File: config.mk
export PLATFORM = sky130hd
export DESIGN_NAME = sssp_back
export DESIGN_NICKNAME = d
export VERILOG_FILES = /design/src/rtl/sssp_pkg.sv /design/src/rtl/sssp_back.sv
export SDC_FILE = /design/constraint.sdc
export NUM_CORES = 2
export LEC_CHECK = 0
export BUFFER_PORTS_ARGS = -buffer_cell sky130_fd_sc_hd__buf_2
export CORE_ASPECT_RATIO = 1.5
export CORE_MARGIN = 2
export CORE_UTILIZATION = 50
export CTS_CLUSTER_DIAMETER = 80
export CTS_CLUSTER_SIZE = 40
export DETAILED_ROUTE_END_ITERATION = 7
export PLACE_DENSITY = 0.65
export SETUP_SLACK_MARGIN = 0.1
export SYNTH_ARGS = -nofsm -noshare
export SYNTH_HDL_FRONTEND = slang
export SYNTH_SLANG_ARGS = --single-unit
File: constraint.sdc
create_clock -name clk -period 14.9 [get_ports clk]
set_clock_uncertainty 0.2 [all_clocks]
set_input_delay 0.745 -clock clk [delete_from_list [all_inputs] [get_ports clk]]
set_output_delay 0.745 -clock clk [all_outputs]
set_load 0.1 [all_outputs]
File: src/rtl/sssp_pkg.sv
package sssp_pkg;

	typedef enum logic [2:0] {
		REG_VOLUME_MODE,
		REG_INNER_RADIUS,
		REG_OUTER_RADIUS,
		REG_CENTER_XYZ,
		REG_THETA_START,
		REG_THETA_SPAN,
		REG_Z_LOW,
		REG_Z_HIGH
	} reg_idx_t;

	localparam int                 ROOT_STAGES = 17;
	localparam logic        [14:0] ONE_Q14     = 15'd16384;
	localparam logic signed [15:0] Z_ONE       = 16'sd16384;
	localparam logic        [16:0] FULL_TURN   = 17'd65536;
	localparam logic        [28:0] ONE_SQ      = 29'h1000_0000;
	localparam logic        [14:0] SIN_A       = 15'd25736;
	localparam logic        [13:0] SIN_B       = 14'd10512;
	localparam logic        [10:0] SIN_C       = 11'd1160;

	// configuration after swap and clamp fix-ups
	typedef struct packed {
		logic               mode;
		logic        [15:0] ri;
		logic        [15:0] ro;
		logic signed [15:0] zl;
		logic signed [15:0] zh;
		logic        [15:0] tstart;
		logic        [16:0] span;
		logic signed [15:0] cx;
		logic signed [15:0] cy;
		logic signed [15:0] cz;
	} cfg_t;

	// per-item geometry handed from the front stages to the roots and beyond
	typedef struct packed {
		logic [15:0] r_surf;
		logic [47:0] cube_v;
		logic [28:0] sq_v;
		logic [14:0] sin_mag;
		logic        sin_neg;
		logic [14:0] cos_mag;
		logic        cos_neg;
		logic [14:0] za;
		logic        zneg;
	} geo_t;

endpackage

File: src/rtl/sssp_back.sv
module sssp_back (
	input  logic               clk,
	input  logic               arst_n,
	input  logic               en,
	input  logic               in_valid,
	input  sssp_pkg::geo_t     geo,
	input  logic [15:0]        r_cube,
	input  logic [14:0]        s_root,
	input  sssp_pkg::cfg_t     cfg,
	output logic               out_valid,
	output logic [15:0]        point_x,
	output logic [15:0]        point_y,
	output logic [15:0]        point_z,
	output logic               clipped
);

	function automatic logic [16:0] sat16(input logic signed [20:0] v);
		logic [16:0] res;
		if (v > 21'sd32767) begin
			res = {1'b1, 16'h7fff};
		end else if (v < -21'sd32768) begin
			res = {1'b1, 16'h8000};
		end else begin
			res = {1'b0, v[15:0]};
		end
		return res;
	endfunction

	logic [15:0] radius;

	logic        v_s1, v_s2, v_s3;
	logic [30:0] rs_s1, rz_s1;
	logic [14:0] cmag_s1, smag_s1;
	logic        cneg_s1, sneg_s1, zneg_s1;
	logic [45:0] px_s2, py_s2;
	logic [30:0] rz_s2;
	logic        cneg_s2, sneg_s2, zneg_s2;

	logic [18:0]        ox, oy;
	logic [17:0]        oz;
	logic signed [20:0] sx, sy, sz;
	logic [16:0]        qx, qy, qz;

	assign radius = cfg.mode ? r_cube : geo.r_surf;

	// round half away from zero on the magnitudes, then apply the sign
	assign ox = 19'((47'(px_s2) + (47'(1) << 27)) >> 28);
	assign oy = 19'((47'(py_s2) + (47'(1) << 27)) >> 28);
	assign oz = 18'((32'(rz_s2) + (32'(1) << 13)) >> 14);
	assign sx = 21'(cfg.cx) + (cneg_s2 ? -$signed(21'(ox)) : $signed(21'(ox)));
	assign sy = 21'(cfg.cy) + (sneg_s2 ? -$signed(21'(oy)) : $signed(21'(oy)));
	assign sz = 21'(cfg.cz) + (zneg_s2 ? -$signed(21'(oz)) : $signed(21'(oz)));
	assign qx = sat16(sx);
	assign qy = sat16(sy);
	assign qz = sat16(sz);

	always_ff @(posedge clk or negedge arst_n) begin
		if (!arst_n) begin
			v_s1 <= 1'b0;
			v_s2 <= 1'b0;
			v_s3 <= 1'b0;
		end else if (en) begin
			v_s1 <= in_valid;
			v_s2 <= v_s1;
			v_s3 <= v_s2;
		end
	end

	always_ff @(posedge clk) begin
		if (en) begin
			rs_s1   <= 31'(radius) * 31'(s_root);
			rz_s1   <= 31'(radius) * 31'(geo.za);
			cmag_s1 <= geo.cos_mag;
			smag_s1 <= geo.sin_mag;
			cneg_s1 <= geo.cos_neg;
			sneg_s1 <= geo.sin_neg;
			zneg_s1 <= geo.zneg;

			px_s2   <= 46'(rs_s1) * 46'(cmag_s1);
			py_s2   <= 46'(rs_s1) * 46'(smag_s1);
			rz_s2   <= rz_s1;
			cneg_s2 <= cneg_s1;
			sneg_s2 <= sneg_s1;
			zneg_s2 <= zneg_s1;

			point_x <= qx[15:0];
			point_y <= qy[15:0];
			point_z <= qz[15:0];
			clipped <= qx[16] | qy[16] | qz[16];
		end
	end

	assign out_valid = v_s3;

endmodule

## Word-level counts from Yosys, hierarchy flattened

Index checks and enable logic that the tools add are counted.

| cells by class | value |
|---|---|
| order comparisons | 6 |
| muxes and demuxes | 10 |
| add/subtract/negate cells | 9 |
| bitwise logic cells | 2 |
| multiply operators | 4 |

Operators with widths:

| cell | count |
|---|---|
| $mux W17 | 6 |
| $add A46 B28 Y47 const B | 2 |
| $mul A31 B15 Y46 | 2 |
| $add A16 B21 Y21 | 3 |
| $gt A21 B16 Y1 const B | 3 |
| $lt A21 B16 Y1 const B | 3 |
| $mux W21 | 3 |
| $mul A16 B15 Y31 | 2 |
| $neg A19 Y21 | 2 |
| $add A31 B14 Y32 const B | 1 |
| $neg A18 Y21 | 1 |
| $mux W16 | 1 |
| $or A1 B1 Y1 | 2 |

| storage, ports and cells | value |
|---|---|
| bits in registers | 273 |
| word-level logic and storage cells | 51 |
| output and inout port bits | 50 |

## Longest topological paths before layout

| depth | value |
|---|---|
| depth after elaboration | 9 |
| mapped depth | 27 |
| mapped depth without buffers | 24 |

## Worst setup path after synthesis

Ideal clock, no wire load.

| path | value |
|---|---|
| path kind | in2reg |
| start | in cfg[145] in the netlist's numbering |
| end | reg rs_s1[30] (data pin) |
| data arrival time | 7.255 ns |
| stages | 24 |
| path buffers | 3 |
| slack | 7.277 ns |
| required time | 14.533 ns |
| path through | clkbuf_1 > clkbuf_1 > mux2_2 > clkbuf_1 > and2_1 > fa_1 > fa_1 > inv_1 > fa_1 > inv_1 > fa_1 > fa_1 > fa_1 > ha_1 > a21oi_1 > o21bai_1 > a21oi_1 > o21ai_0 > o221ai_1 > nor4_1 > a2111oi_0 > o21a_1 > nor2_1 > a211oi_1 |

| on the way | value |
|---|---|
| cells in the longest elaborated chain, start to end | 2 |

RTL lines:

| what | RTL line | source |
|---|---|---|
| from (decl) | sssp_back.sv:9 | `input sssp_pkg::cfg_t cfg,` |
| $mux W16 | sssp_back.sv:44 | `assign radius = cfg.mode ? r_cube : geo.r_surf;` |
| $mul A16 B15 Y31 | sssp_back.sv:71 | `rs_s1 <= 31'(radius) * 31'(s_root);` |
| to (signal assigned) | sssp_back.sv:71 |  |
| to (decl) | sssp_back.sv:32 | `logic [30:0] rs_s1, rz_s1;` |

No other way between the ends.
A chain may end at the register's enable or synchronous reset.

## Worst setup path after layout

| path | value |
|---|---|
| start | reg cmag_s1[2] |
| end | reg px_s2[40] (data pin) |

| on the way | value |
|---|---|
| cells in the longest elaborated chain, start to end | 1 |

RTL lines:

| what | RTL line | source |
|---|---|---|
| from (decl) | sssp_back.sv:33 | `logic [14:0] cmag_s1, smag_s1;` |
| from (signal assigned) | sssp_back.sv:73 | `cmag_s1 <= geo.cos_mag;` |
| $mul A31 B15 Y46 | sssp_back.sv:79 | `px_s2 <= 46'(rs_s1) * 46'(cmag_s1);` |
| to (signal assigned) | sssp_back.sv:79 |  |
| to (decl) | sssp_back.sv:35 | `logic [45:0] px_s2, py_s2;` |

No other way between the ends.

==> results by stage <==
Outcome:
- The run finished with clean final reports.

Synth:
- Dividing the synthesized area by the synthesized cell count gives 9.26 um2.
- The fraction of registers with async set/reset is 0.0155.
- The compound-gate portion of the synthesized area is 0.0649.
- After synthesis, the cell types taking the most area are fa_1, ha_1, edfxtp_1.
- The sequential cell area fraction in the yosys report is 0.107.
- Of the total synthesized cell area, the portion taken by full adders, half adders and majority gates is 0.518.
- The count of unique library cells instantiated by Yosys is between 80 and 90.
- Among all flip-flop cells after synthesis, the most frequent one is edfxtp_1.
- By area, the combinational part of the netlist is dominated by adder cells.
- The area share of the largest cell type after synthesis is 0.410.
- The number of warnings reported in the yosys synthesis log is 0.
- The multiplexer share of the synthesized area is 0.00533.
- Summed over all instances, the cell type with the most area after synthesis is fa_1.
- In this run, synthesis produced a sequential element count of 193.
- In this run, synthesis inferred 190 flip-flops with an integrated enable.
- The net count after synthesis is 7756.
- The cell count after synthesis came out at 5855.
- The simple-gate portion of the synthesized area is 0.171.
- Of the total synthesized cell area, the portion taken by XOR and XNOR cells is 0.0392.
- The mapped netlist covers 0.0542 mm2.

Floorplan:
- For this configuration, the core starts out at a cell density of 0.502.
- The top-level I/O count is 372.
- The die covers around 0.11 mm2.
- The number of placement rows is 148.
- The vertical extent of the die is approximately 410 um.
- The core region is about 0.11 mm2.
- The overall die width is 273 um.

Clock network:
- The clock sink total is 193.
- The number of buffers inserted during clock tree synthesis is 17.
- The clock tree buffer depth is 2.
- The cell sitting at the root of the clock tree is a clkbuf_16.
- The clock-pin slew on the worst setup and hold paths is 0.10 ns.
- TritonCTS built the clock tree.
- The insertion delay to the later sink of the worst-skew pair is between 0.5 and 0.6 ns.
- The CTS H-tree depth is 4.

STA:
- Setup repair after global routing left no endpoint under its margin.
- In this run the tightest slew margin relative to its limit is 0.172.
- The number of max-slew violations in the final report was 0.
- The final cycle utilization of the critical path is 0.531.
- The maximum operating frequency is 0.127 GHz.
- The actual transition at the worst max-transition pin is roughly 1.2 ns.
- The count of endpoints failing hold in the final timing report came to 0.
- The final count of negative-setup-slack endpoints is 0.
- The routed design could run at a clock period as short as 7.90 ns.
- The total negative slack is 0 ns.

Critical path:
- Together, buffers and inverters on the worst path number 2.
- The kind of end point of the critical path is a flip-flop.
- The worst path arrival time is 7.99 ns.
- The delay of the slowest critical-path stage is between 1 and 1.5 ns.
- Data on the critical path is required at its endpoint by 14.98 ns.
- The kind of cell with the highest combined delay on the critical path is adder cells.
- The highest net fanout along the worst path is 31.
- For this design, the slowest cell found on the critical path is edfxtp_1.
- By instance count, the cell type seen most on the critical path is fa_1.
- The critical path is of the flip-flop to flip-flop type.
- STA classifies the critical path startpoint as a flip-flop.
- Walking the worst path, the cells encountered are and2_1 -> fa_1 -> fa_1 -> fa_1 -> fa_1 -> fa_1 -> inv_1 -> fa_1 -> inv_1 -> ha_1 -> a21oi_1 -> o21ai_0 -> a41o_1 -> a221oi_1 -> o21ai_0 -> a41oi_1 -> o21ai_0 -> o41a_1 -> a221oi_1 -> xnor2_1.

Layout:
- The count of fill cells added during filler insertion is 9953.
- At the end of the flow, the number of nets in the layout was 7735.
- The synthesis-to-layout area growth is 5.02%.
- The fraction of final layout cells with drive strength greater than 1 is 0.0605.
- The number of antenna diodes in the final layout is 0.
- Summing all flip-flop and latch instances after layout gives 0.00578 mm2.
- The area used by multi-input combinational logic is 0.0433 mm2.

Drt:
- The number of DRC violations after detailed routing is 0.
- After the first detailed-routing iteration, the DRC count stood at between 1500 and 2000.
- The first detailed-routing pass ran for 5 iterations.
- The routed design has 131000 um of wire.
- The wire length per cell is about 18 um.
- Once detail routing completed, the nets flagged for antenna violations numbered 0.
- Detailed routing inserted a total of 39700 vias.
- Dividing the detail-routed via count by the number of cells gives approximately 5.5.

Job:
- The number of max-cap violations is 0.

Global route:
- The via count of the first global-routing pass came to 43100.
- The global-route usage over all layers is 0.249.
- The first global-routing pass estimated between 200000 and 250000 um of wire.
- The global-route congestion overflow total is 0.
- The initial antenna violation count is 2.
- The largest net degree at the start of global routing is 74.

Place:
- The congestion estimate from routability-driven global placement came to 0.859.
- Detailed placement finished with a half-perimeter wire length of 99800 um.
- The count of input and output buffers is about 200.

Hold path:
- The class of the most critical hold timing path is input port to flip-flop.
## cell families (layout without fill, tap and decap cells)
kind of cell / count (synthesis) / in the layout
AND/OR/NAND/NOR: 1911 / 1911
adder cells (fa/ha/maj): 1579 / 1579
buffers and inverters: 1366 / 1358
AO/OA/AOI/OAI: 541 / 541
XOR/XNOR: 239 / 239
flip-flops: 193 / 193
multiplexers: 26 / 26
## cells in the final DEF, fill, tap and decap left out, types with 6 or more instances in the layout
master,count
nor4_1,16
edfxtp_1,190
a31oi_1,25
or3_1,16
nand2b_1,29
a21oi_1,147
nor2_1,122
a211oi_1,15
nand2_1,948
ha_1,469
nor3_1,42
xnor2_1,163
nand3_1,50
o211ai_1,9
xor2_1,72
inv_1,1059
nand4_1,34
o21a_1,26
o21bai_1,16
o31ai_1,7
and3_1,24
mux2_2,23
nor2b_1,14
fa_1,1110
and2_1,578
or4_1,6
clkbuf_16,17
buf_4,68
o21ai_0,120
or2_2,9
nand3b_1,6
a21o_1,88
buf_2,196
## flip-flops by register name, indices dropped and copies added, names as in the netlist, 15 cells and up
name	cells
rs_s1	31
px_s2	19
py_s2	19
rz_s1	18
rz_s2	18
point_x	16
point_y	16
point_z	16
cmag_s1	15
smag_s1	15
## cell usage after synthesis (5+ instances only)
| master | instances |
|---|---|
| or3_1 | 16 |
| a31o_2 | 5 |
| buf_4 | 5 |
| ha_1 | 469 |
| inv_1 | 1059 |
| a211oi_1 | 15 |
| a21oi_1 | 147 |
| o31ai_1 | 7 |
| nand4_1 | 34 |
| a41oi_1 | 5 |
| and3_1 | 24 |
| o21ai_0 | 120 |
| o211ai_1 | 9 |
| fa_1 | 1110 |
| nand2_1 | 948 |
| and2_1 | 578 |
| a2111oi_0 | 5 |
| nand3b_1 | 6 |
| buf_2 | 10 |
| nor3_1 | 42 |
| a22oi_1 | 5 |
| nor2b_1 | 14 |
| clkbuf_1 | 288 |
| mux2_2 | 23 |
| edfxtp_1 | 190 |
| nand3_1 | 50 |
| o21bai_1 | 16 |
| or4_1 | 6 |
| nor2_1 | 122 |
| a31oi_1 | 25 |
| nor4_1 | 16 |
| or2_2 | 9 |
| o21a_1 | 26 |
| xnor2_1 | 163 |
| o41ai_1 | 5 |
| a21o_1 | 88 |
| nand2b_1 | 29 |
| a211o_1 | 5 |
| xor2_1 | 72 |
| and4_1 | 5 |
| o2111ai_1 | 5 |
## final timing paths
| path | start | end | slack, ns | depth (start not counted) |
|---|---|---|---|---|
| max | cmag_s1[2] | px_s2[40] | 7.00 | 20 |
| min | geo[39] | smag_s1[6] | 0.16 | 1 |
| max reg2reg | cmag_s1[2] | px_s2[40] | 7.00 | 20 |
| min reg2reg | sneg_s1 | sneg_s2 | 0.22 | 0 |
| max in group asynchronous | arst_n | out_valid | 14.01 | 2 |
| min in group asynchronous | arst_n | v_s1 | 0.38 | 2 |
## cell type report
class / count / area share
sequential: 193 / 0.102
inverter: 1060 / 0.0699
timing repair buffer: 266 / 0.0266
multi-input combinational: 4296 / 0.760
clock inverter: 15 / 0.00316
tap: 1425 / 0.0313
clock buffer: 17 / 0.00747
## through the flow
| stage | area [um2] | instances | hold slack [ns] | util | worst slack (ns) |
|---|---|---|---|---|---|
| after global placement | 56300 | 7239 | 0.203 | 0.522 | 6.81 |
| after global routing | 56900 | 7272 | 0.142 | 0.527 | 6.58 |
| after detailed placement | 56300 | 7239 | 0.205 | 0.522 | 6.73 |
| after floorplan | 54200 | 5855 | 0.200 | - | 7.28 |
| final | 56900 | 7272 | 0.163 | 0.527 | 7.00 |
| after CTS | 56900 | 7272 | 0.108 | 0.527 | 6.99 |
## layer usage
metal,vias to the layer above,GRT usage,routed length (um)
met5,-,0,17
met4,4,0.0777,3460
met3,245,0.0288,5990
met2,1017,0.454,70200
met1,20500,0.304,51500
li1,17900,-,-
## repair_timing
item                                   CTS  global route
hold buffers                             1             0
buffers inserted                         0             0
resized for setup                        0             0
endpoints found under the hold margin    3             0
Power is left out: the tool's default activity adds up to more than one toggle a clock period on the data nets, which glitch-free logic cannot reach.
